===== src/rtl/core/fpoc_pkg.sv =====
// Package: shared types, constants and register indexes for the keypoint mapper.
package fpoc_pkg;
  localparam int QuotWidth = 38;
  localparam int DivNumWidth = 42;
  localparam int DivDenWidth = 17;
  localparam int SqrtWidth = 48;
  localparam int SqrtSteps = 24;
  localparam int OutWidth = 26;

  typedef enum logic [2:0] {
    REG_SHAPE_MODE = 3'd0,
    REG_FACE_INDEX = 3'd1,
    REG_IMAGE_WIDTH = 3'd2,
    REG_IMAGE_HEIGHT = 3'd3,
    REG_SIZE_X = 3'd4,
    REG_SIZE_Y = 3'd5,
    REG_SIZE_Z = 3'd6
  } reg_index_t;

  typedef struct packed {
    logic valid;
    logic flag;
    logic cyl;
    logic [2:0] face;
    logic [23:0] size_x;
    logic [23:0] offx;
    logic [23:0] offz;
  } ctl_t;
endpackage


===== src/rtl/core/fpoc_sqrt_cell.sv =====
// One digit step of the cylinder square-root chain, carrying y, z and control.
module fpoc_sqrt_cell #(
  parameter int Step = 0
) (
  input  logic clk,
  input  logic rst,
  input  logic en,
  input  fpoc_pkg::ctl_t ctl_in,
  input  logic [fpoc_pkg::SqrtWidth-1:0] n_in,
  input  logic [fpoc_pkg::SqrtWidth-1:0] res_in,
  input  logic signed [fpoc_pkg::QuotWidth:0] ly_in,
  input  logic signed [fpoc_pkg::QuotWidth:0] lz_in,
  output fpoc_pkg::ctl_t ctl_out,
  output logic [fpoc_pkg::SqrtWidth-1:0] n_out,
  output logic [fpoc_pkg::SqrtWidth-1:0] res_out,
  output logic signed [fpoc_pkg::QuotWidth:0] ly_out,
  output logic signed [fpoc_pkg::QuotWidth:0] lz_out
);
  import fpoc_pkg::*;
  localparam logic [SqrtWidth-1:0] BitV = SqrtWidth'(1) << (SqrtWidth - 2 - 2 * Step);
  logic [SqrtWidth-1:0] nn, rn;

  always_comb begin
    nn = n_in;
    rn = res_in >> 1;
    if (n_in >= res_in + BitV) begin
      nn = n_in - (res_in + BitV);
      rn = (res_in >> 1) + BitV;
    end
  end

  always_ff @(posedge clk) begin
    if (rst) begin
      ctl_out.valid <= 1'b0;
    end else if (en) begin
      ctl_out.valid <= ctl_in.valid;
    end
    if (en) begin
      ctl_out.flag <= ctl_in.flag;
      ctl_out.cyl <= ctl_in.cyl;
      ctl_out.face <= ctl_in.face;
      ctl_out.size_x <= ctl_in.size_x;
      ctl_out.offx <= ctl_in.offx;
      ctl_out.offz <= ctl_in.offz;
      n_out <= nn;
      res_out <= rn;
      ly_out <= ly_in;
      lz_out <= lz_in;
    end
  end
endmodule


===== config.mk =====
export PLATFORM = sky130hd
export DESIGN_NAME = fpoc_sqrt_cell
export DESIGN_NICKNAME = d
export VERILOG_FILES = /design/src/rtl/core/fpoc_pkg.sv /design/src/rtl/core/fpoc_sqrt_cell.sv
export SDC_FILE = /design/constraint.sdc
export NUM_CORES = 1
export LEC_CHECK = 0
export ABC_AREA = 1
export BUFFER_PORTS_ARGS = -buffer_cell sky130_fd_sc_hd__buf_2
export CAP_MARGIN = 10
export CORE_MARGIN = 4
export CORE_UTILIZATION = 33
export CTS_BUF_LIST = sky130_fd_sc_hd__clkbuf_2 sky130_fd_sc_hd__clkbuf_4 sky130_fd_sc_hd__clkbuf_8
export CTS_CLUSTER_DIAMETER = 200
export DETAILED_ROUTE_END_ITERATION = 12
export PLACE_DENSITY = 0.59
export SKIP_CTS_REPAIR_TIMING = 1
export SYNTH_ARGS = -nofsm -noshare
export SYNTH_HDL_FRONTEND = slang
export SYNTH_SLANG_ARGS = --single-unit

===== constraint.sdc =====
create_clock -name clk -period 2.86 [get_ports clk]
set_input_delay 0.286 -clock clk [delete_from_list [all_inputs] [get_ports clk]]
set_output_delay 0.286 -clock clk [all_outputs]
set_load 0.1 [all_outputs]

==> results.ini <==
[worst_setup_path]
worstReg2RegStart=ctl_out[77]
endpoint=n_out[0]
crit_start=res_in[47]
startpoint_type=input pin
crit_type=in2reg
reg2reg_slack_ps=1710
arrival_ps=2820
cp_max_fo=30
endpoint_kind=flip-flop
required_ps=3180
reg2reg_to=ctl_out[77]
reg2regPathDepth=3

[floorplan]
row_count=71
io_pins=507
start_util=0.336
die_w_um=204
dieArea_um2=41800
core-area_um2=37800
die_y_um=204

[clock_network]
cts-root-buf=clkbuf_8
h-tree-depth=2
clk_path_buf_depth=3
clkTransAtPathRegs_ps=60
cts_tree=yes
cts_made_buffers=44
insertion_delay_ps=570
clock-sinks=252

[timing]
max_slew_margin=0.624
setup_viol=0
tns_ps=0
fin_ws_ps=363
hold_viol_final=0
slew_violations=0
finalCriticalPeriod_ps=2500
rsz0062_at_grt=false
max_freq_mhz=400
fin_crit_sh=0.873
tightestPinTransition_ps=568
clock_skew_ps=0

[power_and_ir_drop]
leakagePower_nw=9.45
vdd_drop_max_v=0.000334
p_per_area_nw_per_um2=660

[synthesis]
yosysTopAreaCell=edfxtp_1
yosysSeqAreaShare=0.594
synth_top_area_frac=0.592
ys_seq_elements=252
synth_nets=1685
synth_area_leaders=edfxtp_1 (59%), nand2_1 (14%), inv_1 (8.8%)
yosys_warnings=0
syn_inst=1381
synth.cell_area_um2=12700
synth_cell_types=32
avgSynthCellArea_um2=9.22

[grt]
antenna_found_initial=5
grt_overflow_total=0
grt_pass1_vias=11200
grt_usage=0.207
grt_max_degree=70
grt_pass1_wl_mm=65.7

[drt]
viasPerCell=4.47
detail_route.wl_per_cell_um=18.2
drt_pass1_iterations=5
drc=0
ant_nets=0
wirelength_mm=48.9
vias=12000
drt_iter0_drc=596

[placed_design]
pre_cts_ws_ps=258
dp_hpwl_mm=36.9
placedCellCount=2397
routabilityCongestion=0.975
io_buffer_count=506

[flow_run]
maxCapViolations=0

[layout]
final_cell_mix=buf_2 (505), nand2_1 (460), inv_1 (299)
nFillCells=3593
drive_above_1_share=0.279
area_growth_pct=48.6
layout.cells.non_filler=2689
final_common_cell=buf_2
final_nets=2441

[status]
status=finished clean

[worst_hold_path]
hold_class=in2reg

[report_power, final]
group / switching [mW] / total [mW] / internal (mW)
registers: 0.101 / 4.58 / 4.48
logic: 3.66 / 4.57 / 0.912
clock network: 1.57 / 3.33 / 1.76
total: 5.32 / 12.5 / 7.16
[cells in the mapped netlist, drive strengths merged]
cell,n
a21o,1
and2,3
nand2,463
nand3,66
ha,48
xor2,24
mux2i,1
nand3b,3
clkbuf,1
edfxtp,251
clkinv,2
buf,14
nor3,3
nor4,2
o21ai,25
a21oi,27
fa,1
xnor2,2
dfxtp,1
nor2,98
o21bai,1
inv,306
nand4,38
[logic make-up (layout without fill, tap and decap cells)]
kind of cell	after synthesis	after routing	share of synthesized area
xor gates and xnor gates	26	26	0.0179
buffers and inverters	323	1115	0.0990
and+or+nand+nor	676	676	0.218
muxes	1	1	0.000786
adders and majority gates	49	49	0.0487
AOI/OAI and AO/OA	54	54	0.0216
other	0	5	0
DFF	252	252	0.594
[state kept, by name (all words and copies together), names as in the netlist]
register and cells:
n_out 48, res_out 48, ly_out 39, lz_out 39
ctl_out 78
[how the worst min path moves through the flow]
stage          depth (start not counted)      start  slack, ps     endpoint
3_3_place_gp                           2        rst        450  ctl_out[77]
4_1_cts                                1  ly_in[33]       -210   ly_out[33]
6_report                               3   n_in[43]         30    n_out[43]
3_5_place_dp                           2        rst        460  ctl_out[77]
5_1_grt                                3   n_in[28]         10    n_out[28]
2_1_floorplan                          1        rst        360  ctl_out[77]
[cell type report]
type / count / area [um2] / area share
Antenna cell: 5 / 12.5 / 0.000662
Clock buffer: 52 / 672 / 0.0355
Clock inverter: 30 / 200 / 0.0106
Inverter: 308 / 1160 / 0.0611
Multi-Input combinational cell: 806 / 3920 / 0.207
Sequential cell: 252 / 7560 / 0.400
Tap cell: 511 / 639 / 0.0338
Timing Repair Buffer: 725 / 4760 / 0.252
[critical path, stage by stage]
cell	delay, ps
dlygate4sd3_1	550
buf_2	150
xnor2_1	140
ha_1	350
nand2_1	100
nor2_1	200
nand4_1	220
inv_1	150
nand3_2	90
nand4_2	150
buf_4	320
o21ai_1	110
[per-layer routing]
metal	share of wire	global-route usage	up-vias
li1	-	-	5913
met1	0.38	0.234	5557
met2	0.52	0.375	437
met3	0.062	0.0467	103
met4	0.040	0.0893	0
met5	0	0	-
[per-stage QoR]
stage / total power [mW] / area [um2] / util / hold WS, ps
CTS: 12.4 / 16800 / 0.445 / -213
floorplan: 8.01 / 12700 / - / 358
detailed placement: 8.98 / 16000 / 0.422 / 456
global route: 13.1 / 18900 / 0.500 / 10.7
finish: 12.5 / 18900 / 0.500 / 27.5
global placement: 8.96 / 16000 / 0.422 / 447
No activity file was read; power rests on OpenSTA's default activity.
