**src/rtl/core/fpoc_pkg.sv**
```systemverilog
// Package: shared types, constants and register indexes for the keypoint mapper.
package fpoc_pkg;
  localparam int QuotWidth = 38;
  localparam int DivNumWidth = 42;
  localparam int DivDenWidth = 17;
  localparam int SqrtWidth = 48;
  localparam int SqrtSteps = 24;
  localparam int OutWidth = 26;

  typedef enum logic [2:0] {
    REG_SHAPE_MODE = 3'd0,
    REG_FACE_INDEX = 3'd1,
    REG_IMAGE_WIDTH = 3'd2,
    REG_IMAGE_HEIGHT = 3'd3,
    REG_SIZE_X = 3'd4,
    REG_SIZE_Y = 3'd5,
    REG_SIZE_Z = 3'd6
  } reg_index_t;

  typedef struct packed {
    logic valid;
    logic flag;
    logic cyl;
    logic [2:0] face;
    logic [23:0] size_x;
    logic [23:0] offx;
    logic [23:0] offz;
  } ctl_t;
endpackage

```
**src/rtl/core/fpoc_div_cell.sv**
```systemverilog
// One restoring-division step of a two-lane divider chain, with side-band pass-through.
module fpoc_div_cell #(
  parameter int Step = 0
) (
  input  logic clk,
  input  logic rst,
  input  logic en,
  input  fpoc_pkg::ctl_t ctl_in,
  input  logic [fpoc_pkg::DivNumWidth-1:0] num_y_in,
  input  logic [fpoc_pkg::DivNumWidth-1:0] rem_y_in,
  input  logic [fpoc_pkg::DivDenWidth-1:0] den_y_in,
  input  logic neg_y_in,
  input  logic [fpoc_pkg::DivNumWidth-1:0] num_z_in,
  input  logic [fpoc_pkg::DivNumWidth-1:0] rem_z_in,
  input  logic [fpoc_pkg::DivDenWidth-1:0] den_z_in,
  input  logic neg_z_in,
  output fpoc_pkg::ctl_t ctl_out,
  output logic [fpoc_pkg::DivNumWidth-1:0] num_y_out,
  output logic [fpoc_pkg::DivNumWidth-1:0] rem_y_out,
  output logic [fpoc_pkg::DivDenWidth-1:0] den_y_out,
  output logic neg_y_out,
  output logic [fpoc_pkg::DivNumWidth-1:0] num_z_out,
  output logic [fpoc_pkg::DivNumWidth-1:0] rem_z_out,
  output logic [fpoc_pkg::DivDenWidth-1:0] den_z_out,
  output logic neg_z_out
);
  import fpoc_pkg::*;
  localparam int Bit = DivNumWidth - 1 - Step;
  logic [DivNumWidth:0] ty, tz;
  logic [DivNumWidth-1:0] ny, nz, ry, rz;

  always_comb begin
    ty = {rem_y_in, num_y_in[Bit]};
    tz = {rem_z_in, num_z_in[Bit]};
    ny = num_y_in;
    nz = num_z_in;
    ry = ty[DivNumWidth-1:0];
    rz = tz[DivNumWidth-1:0];
    if (ty >= {{(DivNumWidth-DivDenWidth+1){1'b0}}, den_y_in} && den_y_in != '0) begin
      ry = DivNumWidth'(ty - {{(DivNumWidth-DivDenWidth+1){1'b0}}, den_y_in});
      ny[Bit] = 1'b1;
    end else begin
      ny[Bit] = 1'b0;
    end
    if (tz >= {{(DivNumWidth-DivDenWidth+1){1'b0}}, den_z_in} && den_z_in != '0) begin
      rz = DivNumWidth'(tz - {{(DivNumWidth-DivDenWidth+1){1'b0}}, den_z_in});
      nz[Bit] = 1'b1;
    end else begin
      nz[Bit] = 1'b0;
    end
  end

  always_ff @(posedge clk) begin
    if (rst) begin
      ctl_out.valid <= 1'b0;
    end else if (en) begin
      ctl_out.valid <= ctl_in.valid;
    end
    if (en) begin
      ctl_out.flag <= ctl_in.flag;
      ctl_out.cyl <= ctl_in.cyl;
      ctl_out.face <= ctl_in.face;
      ctl_out.size_x <= ctl_in.size_x;
      ctl_out.offx <= ctl_in.offx;
      ctl_out.offz <= ctl_in.offz;
      num_y_out <= ny;
      rem_y_out <= ry;
      den_y_out <= den_y_in;
      neg_y_out <= neg_y_in;
      num_z_out <= nz;
      rem_z_out <= rz;
      den_z_out <= den_z_in;
      neg_z_out <= neg_z_in;
    end
  end
endmodule

```
**config.mk**
```make
export PLATFORM = sky130hd
export DESIGN_NAME = fpoc_div_cell
export DESIGN_NICKNAME = d
export VERILOG_FILES = /design/src/rtl/core/fpoc_pkg.sv /design/src/rtl/core/fpoc_div_cell.sv
export SDC_FILE = /design/constraint.sdc
export NUM_CORES = 1
export LEC_CHECK = 0
export BUFFER_PORTS_ARGS = -buffer_cell sky130_fd_sc_hd__buf_2
export CORE_AREA = 2 2 219 221
export CTS_CLUSTER_DIAMETER = 120
export DETAILED_ROUTE_END_ITERATION = 10
export DIE_AREA = 0 0 221 223
export HOLD_SLACK_MARGIN = 0.08
export SLEW_MARGIN = 20
export SYNTH_ARGS = -nofsm -noshare
export SYNTH_HDL_FRONTEND = slang
export SYNTH_SLANG_ARGS = --single-unit
```
**constraint.sdc**
```tcl
create_clock -name clk -period 8.5 [get_ports clk]
set_input_delay 0.425 -clock clk [delete_from_list [all_inputs] [get_ports clk]]
set_output_delay 0.425 -clock clk [all_outputs]
set_load 0.01 [all_outputs]
```
==> results of run 1 <==
[layer usage]
| layer | up-vias | global-route usage [%] | part of all wire (%) |
|---|---|---|---|
| met5 | - | 0 | 0.12 |
| met1 | 4848 | 20.1 | 41 |
| met2 | 414 | 26.6 | 48 |
| met4 | 8 | 5.82 | 2.8 |
| met3 | 82 | 5.11 | 7.8 |
| li1 | 4743 | - | - |
[area by class of cell]
class / instances / area (µm²) / area share [%]
multi-input cells: 497 / 3400 / 18.4
well taps: 615 / 769 / 4.17
inverters: 46 / 175 / 0.950
clock inverters: 21 / 175 / 0.950
diodes: 5 / 12.5 / 0.0679
clock buffers: 38 / 908 / 4.93
repair buffers: 735 / 4540 / 24.6
flip-flops and latches: 282 / 8460 / 45.9
[sequential cells by signal (all words and copies together), names as in the netlist]
signal	flops
rem_z_out	42
neg_z_out	1
neg_y_out	1
num_y_out	42
rem_y_out	42
den_z_out	17
den_y_out	17
num_z_out	42
ctl_out	78
[worst register-to-register path: cells and delay by family (launching register included)]
family / cells / cell delay [ns]
flip-flops: 1 / 0.31
multiplexers: 1 / 0.12
AND/OR/NAND/NOR: 1 / 0.06
[power groups by stage]
stage	Sequential (mW)	Combinational, mW	Clock (mW)
after global placement	1.74	0.512	0
final	1.72	0.580	1.43
after floorplan	1.81	0.157	0
after CTS	1.72	0.581	1.48
after global routing	1.73	0.627	1.53
after detailed placement	1.74	0.516	0
[layout by cell type (no fill, tap or decap), types with 4 or more instances in the layout]
| cell | synthesis | layout |
|---|---|---|
| clkinv_2 | 0 | 4 |
| a211oi_1 | 6 | 6 |
| clkinvlp_4 | 0 | 4 |
| and2_1 | 5 | 5 |
| o21ai_0 | 18 | 18 |
| nor4b_2 | 6 | 6 |
| nor4_1 | 22 | 22 |
| xnor2_1 | 44 | 44 |
| nand2_1 | 65 | 65 |
| a21oi_1 | 31 | 31 |
| ha_1 | 34 | 34 |
| o21a_1 | 7 | 7 |
| o21ai_1 | 29 | 29 |
| diode_2 | 0 | 5 |
| inv_1 | 44 | 44 |
| clkinv_1 | 0 | 4 |
| nand2b_1 | 6 | 6 |
| xor2_1 | 30 | 30 |
| a21o_1 | 15 | 15 |
| nand3_1 | 23 | 23 |
| nor4_2 | 6 | 6 |
| nor2_1 | 39 | 39 |
| edfxtp_1 | 281 | 281 |
| nand4_1 | 17 | 17 |
| buf_2 | 8 | 565 |
| or2_2 | 6 | 6 |
| nor3_1 | 16 | 16 |
| or4_1 | 9 | 9 |
| dlygate4sd3_1 | 0 | 166 |
| or3_1 | 10 | 10 |
| clkbuf_16 | 0 | 36 |
[timing repair]
action                                  CTS  global route
endpoints found under the setup margin    0             0
endpoints found under the hold margin   166             0
buffers inserted                          0             0
gates resized for setup                   0             0
hold buffers                            166             0
[metrics by stage]
step	cell area, µm²	hold WS [ns]	total power [mW]
floorplan	12200	0.497	1.96
global placement	15700	0.478	2.26
detailed placement	15700	0.521	2.26
CTS	18400	0.0811	3.78
global route	18400	0.0810	3.88
finish	18400	0.121	3.73
[how the worst max path moves through the flow]
stage | from | to | slack, ns | depth (start not counted)
after detailed placement | den_y_in[16] | rem_y_out[18] | 4.36 | 12
after global routing | den_y_in[4] | rem_y_out[30] | 4.53 | 11
after CTS | den_y_in[4] | rem_y_out[18] | 4.81 | 12
after floorplan | den_y_in[16] | rem_y_out[13] | 5.47 | 12
final | den_y_in[4] | rem_y_out[18] | 4.76 | 12
after global placement | den_y_in[16] | rem_y_out[18] | 4.55 | 12
[kinds of logic (layout without fill, tap and decap cells)]
family	count (synthesis)	after routing	synth area share, %
xor+xnor	74	74	5.33
buf+inv	69	840	2.54
compound gates	139	139	7.34
fa+ha+maj	36	36	3.83
other cells	0	5	0
simple gates	246	246	11.3
mux	2	2	0.165
flops	282	282	69.5
==> results_dict.tcl, run 1 <==
set metrics [dict create \
    status "complete, no violations" \
    timing.rr.end "ctl_out[77]" \
    wl_per_cell_um 18.7 \
    grtUsageTotal_pct 16.2 \
    fin_crit_sh_pct 44.0 \
    worst_setup_path_start_kind "primary input" \
    via_per_inst 4.51 \
    leakage_nw 7.68 \
    utilization_pct 39.1 \
    slew_viol_final 0 \
    die_w_um 221 \
    cts_tree "yes" \
    synthTopCellsByCount "edfxtp_1, nand2_1, inv_1, xnor2_1, nor2_1" \
    p_int_mw 2.75 \
    initial_core_util_pct 25.8 \
    clock_skew_ns 0 \
    yosys_warnings 0 \
    nets 1918 \
    grt_antenna_before_repair 8 \
    antenna_left 0 \
    clkLatencyLatePin_ns 0.52 \
    grt_remaining_overflow 0 \
    drt_pass1_iterations 5 \
    async_reset_ff_share_pct 0 \
    yosys-top-cells-area "edfxtp_1, ha_1, xnor2_1" \
    clkTransAtPathRegs_ns 0.06 \
    fillers 4491 \
    setup_violations 0 \
    gp_congestion 0.920 \
    synth_edf_count 281 \
    holdPathEnd "num_y_out[17]" \
    crit_path_max_incr_delay_ns 0.56 \
    pwr-share-comb_pct 15.6 \
    grt_max_degree 163 \
    area_delta_synth_final_pct 51.5 \
    netlist_instances 848 \
    wirelength_mm 41.9 \
    clkPwrFrac_pct 38.4 \
    hold_path.class "primary input to register" \
    drive_gt1_share_pct 40.2 \
    ys_seq_elements 282 \
    hpwl_mm 30.9 \
    p_sw_mw 0.979 \
    vias 10100 \
    min-delay-start "num_y_in[17]" \
    synth_top_area_share_pct 69.3 \
    synth_top_area_cell "edfxtp_1" \
    synth_fp_nets 1169 \
    grt_pass1_wl_mm 61.6 \
    rr_startpoint "ctl_out[77]" \
    path_cells "dlygate4sd3_1, buf_2, inv_1, ha_1, a2111oi_1, a211oi_1, a211oi_1, a21o_1, buf_4, inv_2, mux2i_1, nand4b_1" \
    cts.sinks 282 \
    worstHoldPathCells 1 \
    worst_path_dominant_cell_family "compound AO/OA/AOI/OAI gates" \
    cp_max_fo 46 \
    synth-main-ff-cell "edfxtp_1" \
    worst_path_max_delay_cell "a2111oi_1" \
    place_ws_ns 4.36 \
    portBuffers 566 \
    fmax_ghz 0.267 \
    die-area_um2 49300 \
    power_frac_seq_pct 46.1 \
    final.setup.tns_ns 0 \
    post_synth_instance_area_um2 12200 \
    synth_most_common_cell "edfxtp_1" \
    stdcell_count 2239 \
    worstSetupPathType "primary input to register" \
    rsz0062_at_grt "false" \
    critical_path_buf_inv_count 5 \
    pin_count 567 \
    slew_headroom_pct 30.0 \
    syn_area_per_cell_um2 14.3 \
    htreeDepth 2 \
    grt_pass1_vias 10300 \
    row_count 80 \
    ir_drop_mv 0.148 \
    synth.distinct_cells 62 \
    cp.arrival_ns 4.01 \
    hold_viol_final 0 \
    die_h_um 223 \
    drt_iter0_drc 536 \
    worst_slack_ns 4.76 \
    numCtsBuffers 35 \
    drc_errors 0 \
    switching_share_pct 26.3 \
    max_cap_violations 0 \
    finalCriticalPeriod_ns 3.74 \
    path_common_cell "a211oi_1" \
    rr_worst_depth 2 \
    p_per_area_nw_per_um2 202 \
    placed_cells 2009 \
    max_slew.worst_pin.slew_ns 1.05 \
    clk_path_buf_depth 3 \
    cts_root_buf "clkbuf_16" \
    endpoint_kind "register" \
    yosysSeqAreaShare_pct 69.5 \
    cp.required_ns 8.77 \
    core_area_um2 47100 \
    reg2reg_slack_ns 7.91 \
]
Note: power is estimated with default switching activity, not from simulation.
==> run 2: changes to the inputs <==
ABC_AREA = 1   (was default)
CORE_AREA = 2 2 220 222   (was 2 2 219 221)
DIE_AREA = 0 0 222 224   (was 0 0 221 223)
clock period = 3.1 ns   (was 8.5 ns; I/O delays follow)
==> results_dict.tcl, run 2 <==
set metrics [dict create \
    yosysSeqAreaShare_pct 57.3 \
    top_register "ctl_out" \
    hold_viol_final 0 \
    postCtsHoldBufs 281 \
    wl_per_cell_um 17.4 \
    cts_tree "yes" \
    drt_pass1_iterations 5 \
    rsz0062_at_grt "false" \
    placed_cells 2874 \
    fin_crit_sh_pct 87.1 \
    grt_remaining_overflow 0 \
    initial_core_util_pct 31.2 \
    cp_max_fo 35 \
    clkLatencyLatePin_ns 0.56 \
    drc_errors 0 \
    p_int_mw 7.22 \
    nets 2893 \
    synth-main-ff-cell "edfxtp_1" \
    htreeDepth 1 \
    ir_drop_mv 0.433 \
    yosys-top-cells-area "edfxtp_1, nand2_1, inv_1" \
    die_h_um 224 \
    area_delta_synth_final_pct 49.4 \
    synth_top_area_share_pct 57.1 \
    syn_area_per_cell_um2 8.73 \
    synth_edf_count 281 \
    cp.required_ns 3.54 \
    max_slew.worst_pin.slew_ns 0.756 \
    max_cap_violations 0 \
    grt_busiest_layer "met2" \
    fin_hold_ws_ns 0.0877 \
    async_reset_ff_share_pct 0 \
    endpoint_kind "register" \
    hpwl_mm 43.2 \
    cts_root_buf "clkbuf_16" \
    final.setup.tns_ns 0 \
    p_per_area_nw_per_um2 454 \
    mostFrequentLayoutCells "nand2_1, buf_2, edfxtp_1, dlygate4sd3_1, inv_1" \
    clock_skew_ns 0 \
    grt_max_degree 91 \
    die-area_um2 49700 \
    place_ws_ns 0.416 \
    pin_count 567 \
    pwr-share-comb_pct 20.6 \
    power_frac_seq_pct 46.9 \
    slew_viol_final 0 \
    met2_usage_pct 36.1 \
    wirelength_mm 55.8 \
    ys_seq_elements 282 \
    worst_setup_path_start_kind "primary input" \
    portBuffers 566 \
    total_power_mw 10.0 \
    synth_most_common_cell "nand2_1" \
    grt_use_met1_pct 27.2 \
    clkPwrFrac_pct 32.5 \
    synth_fp_nets 2014 \
    gp_congestion 0.954 \
    fmax_ghz 0.370 \
    utilization_pct 46.6 \
    numCtsBuffers 30 \
    cts_setup_buffers 0 \
    worstSetupPathType "primary input to register" \
    synthTopCellsByCount "nand2_1, edfxtp_1, inv_1" \
    row_count 80 \
    die_w_um 222 \
    via_per_inst 4.62 \
    grt_antenna_before_repair 3 \
    yosys_warnings 0 \
    drive_gt1_share_pct 25.4 \
    switching_share_pct 27.9 \
    setup_violations 0 \
    final_common_cell "nand2_1" \
    netlist_instances 1693 \
    status "complete, no violations" \
    core_area_um2 47300 \
    synth.distinct_cells 34 \
    placed_cell_area_um2 18400 \
    finalCriticalPeriod_ns 2.70 \
    clkTransAtPathRegs_ns 0.07 \
    synth_top_area_cell "edfxtp_1" \
    vias 14800 \
    grt_pass1_vias 14700 \
    final_area_um2 22100 \
    post_synth_instance_area_um2 14800 \
    worst_slack_ns 0.398 \
    slew_headroom_pct 49.6 \
    leakage_nw 10.4 \
    largest_reg_flops 78 \
    cp.arrival_ns 3.14 \
    p_sw_mw 2.80 \
    grtUsageTotal_pct 21.5 \
    cts_resized 0 \
    grt_pass1_wl_mm 83.4 \
    drt_iter0_drc 962 \
    use_met3_pct 5.09 \
    antenna_left 0 \
    clk_path_buf_depth 3 \
    stdcell_count 3207 \
    cts.sinks 282 \
    hold_path.class "primary input to register" \
]
-- run 2: cell types whose count changed after synthesis, moves of 28 or more --
cell / delta
nand3_1: +58
inv_1: +205
xor2_1: -28
nand2_1: +634
nor2_1: +121
o21ai_1: -29
-- run 2: cell families after synthesis --
logic type      count (synthesis)  synth area share (%)
fa+ha+maj                      36                  3.15
mux                             1                0.0678
xor+xnor                       30                  1.78
compound gates                 57                  2.28
simple gates                 1015                  27.9
flops                         282                  57.3
buf+inv                       272                  7.61
-- run 2: worst paths after layout --
path	startpoint	to	slack (ns)	depth (start not counted)
setup / recovery	den_z_in[16]	rem_z_out[17]	0.40	14
hold / removal	en	den_y_out[2]	0.09	1
setup reg to reg	ctl_out[77]	ctl_out[77]	1.97	3
hold reg to reg	ctl_out[77]	ctl_out[77]	1.03	3
-- run 2: power groups by stage --
stage,registers (mW),logic [mW],clock network [mW]
detailed placement,4.77,1.74,0
finish,4.70,2.06,3.26
floorplan,4.96,0.627,0
global route,4.73,2.23,3.48
global placement,4.76,1.74,0
CTS,4.70,2.04,3.35
-- run 2: cell type report --
type,instances,area [µm²]
multi-input combinational,1139,5190
clock inverter,19,118
fill,4481,25300
clock buffer,31,754
inverter,254,958
antenna,2,5.00
timing repair buffer,865,5820
tap,615,769
sequential,282,8460
-- run 2: layer usage --
layer / vias up / part of all wire (%)
li1: 7185 / -
met4: 2 / 3.2
met3: 103 / 8.4
met5: - / 0.023
met1: 6868 / 41
met2: 646 / 47
-- run 2: critical path: stages --
cell           delay (ns)
dlygate4sd3_1        0.54
buf_2                0.13
inv_1                0.14
ha_1                 0.33
a21oi_1              0.22
nand2_1              0.10
nor2_1               0.27
nand3_1              0.15
nor2_1               0.13
nand3_2              0.10
nand2_4              0.33
buf_4                0.36
nand2_1              0.08
nand2_1              0.10
==> run 3: changes to the inputs <==
CELL_PAD_IN_SITES_DETAIL_PLACEMENT = 1   (was default)
CELL_PAD_IN_SITES_GLOBAL_PLACEMENT = 2   (was default)
CORE_AREA = default   (was 2 2 220 222)
CORE_UTILIZATION = 25   (was default)
DIE_AREA = default   (was 0 0 222 224)
PLACE_DENSITY_LB_ADDON = 0.1   (was default)
==> results_dict.tcl, run 3 (synthesis gave the netlist of run 2 again) <==
set metrics [dict create \
    cp_max_fo 30 \
    rsz0062_at_grt "false" \
    initial_core_util_pct 25.5 \
    total_power_mw 11.1 \
    wl_per_cell_um 20.6 \
    grt_max_degree 64 \
    grtUsageTotal_pct 22.6 \
    cts_setup_buffers 0 \
    ir_drop_mv 0.329 \
    numCtsBuffers 37 \
    switching_share_pct 28.5 \
    rr_startpoint "ctl_out[77]" \
    wirelength_mm 69.6 \
    hpwl_mm 54.7 \
    final_common_cell "nand2_1" \
    die_w_um 245 \
    finalCriticalPeriod_ns 2.79 \
    cp.required_ns 3.38 \
    htreeDepth 2 \
    timing.rr.end "ctl_out[77]" \
    power_frac_seq_pct 42.5 \
    fmax_ghz 0.359 \
    final.setup.tns_ns 0 \
    drc_errors 0 \
    row_count 88 \
    endpoint "rem_y_out[3]" \
    max_cap_violations 0 \
    pin_count 567 \
    setup_violations 0 \
    fin_crit_sh_pct 89.9 \
    clk_path_buf_depth 3 \
    clkPwrFrac_pct 37.9 \
    p_int_mw 7.91 \
    pwr-share-comb_pct 19.6 \
    drt_iter0_drc 671 \
    endpoint_kind "register" \
    worstSetupPathType "primary input to register" \
    hold_viol_final 0 \
    cts.sinks 282 \
    worst_setup_path_start_kind "primary input" \
    top_register "ctl_out" \
    slew_headroom_pct 61.1 \
    antenna_left 0 \
    cts_resized 0 \
    mostFrequentLayoutCells "nand2_1, buf_2, dlygate4sd3_1" \
    postCtsHoldBufs 282 \
    clock_skew_ns 0 \
    max_slew.worst_pin.slew_ns 0.583 \
    grt_remaining_overflow 0 \
    core_area_um2 58000 \
    grt_pass1_vias 15500 \
    leakage_nw 10.5 \
    area_delta_synth_final_pct 53.0 \
    cts_root_buf "clkbuf_16" \
    utilization_pct 39.0 \
    grt_antenna_before_repair 4 \
    via_per_inst 4.36 \
    rr_worst_depth 3 \
    crit_start "den_y_in[16]" \
    drt_pass1_iterations 5 \
    clkLatencyLatePin_ns 0.55 \
    status "complete, no violations" \
    portBuffers 566 \
    hold_path.class "primary input to register" \
    drive_gt1_share_pct 25.7 \
    clkTransAtPathRegs_ns 0.06 \
    p_sw_mw 3.15 \
    nets 2903 \
    largest_reg_flops 78 \
    die_h_um 245 \
    gp_congestion 0.841 \
    vias 14700 \
    slew_viol_final 0 \
    p_per_area_nw_per_um2 489 \
    cp.arrival_ns 3.07 \
    cts_tree "yes" \
    die-area_um2 60100 \
    reg2reg_slack_ns 1.96 \
    fillers 6995 \
    grt_pass1_wl_mm 101 \
]
-- run 3: critical path, cell delays in order --
cell and delay, ns:
dlygate4sd3_1 0.54, buf_2 0.24, inv_1 0.10, ha_1 0.42
nand2_1 0.12, nor2_2 0.27, nand2_1 0.09, nor2_1 0.13
nand3_1 0.13, nand3_2 0.12, nand2_4 0.25, buf_4 0.33
nand2_1 0.07, o21ai_0 0.11
-- run 3: power by group through the flow --
stage	Sequential, mW	Combinational (mW)	Clock (mW)
after floorplan	4.96	0.627	0
after global placement	4.76	1.88	0
after detailed placement	4.77	1.88	0
after CTS	4.70	2.19	4.31
after global routing	4.73	2.36	4.44
final	4.70	2.17	4.19
-- run 3: cell type report --
type                            count  area, µm²  area share, %
Sequential cell                   282       8460           37.4
Clock inverter                     20        181          0.803
Tap cell                          765        957           4.23
Multi-Input combinational cell   1139       5190           23.0
Antenna cell                        4       10.0         0.0443
Inverter                          254        958           4.24
Timing Repair Buffer              868       5870           26.0
Clock buffer                       46        981           4.34
-- run 3: metrics by stage --
stage	hold WS, ns	instances	worst slack, ns	instance area (µm²)
floorplan	0.227	1693	1.22	14800
global placement	0.321	3026	0.370	18600
detailed placement	0.322	3026	0.247	18600
CTS	0.284	3374	0.253	22600
global route	0.300	3378	0.0931	22600
finish	0.318	3378	0.314	22600
-- run 3: worst min path at each step --
stage                     startpoint          end  cells past startpoint
after floorplan                  rst  ctl_out[77]                      1
after global placement           rst  ctl_out[77]                      2
after detailed placement         rst  ctl_out[77]                      2
after CTS                 ctl_in[69]  ctl_out[69]                      2
after global routing      ctl_in[21]  ctl_out[21]                      2
final                     ctl_in[31]  ctl_out[31]                      2
-- run 3: routing by layer --
layer | vias up | part of all wire (%) | wire length, µm | GRT usage (%)
li1 | 7219 | - | - | -
met1 | 6990 | 45 | 31500 | 30.1
met2 | 437 | 47 | 32600 | 37.6
met3 | 68 | 5.7 | 3940 | 4.23
met4 | 0 | 2.2 | 1510 | 5.68
met5 | - | 0 | 0 | 0
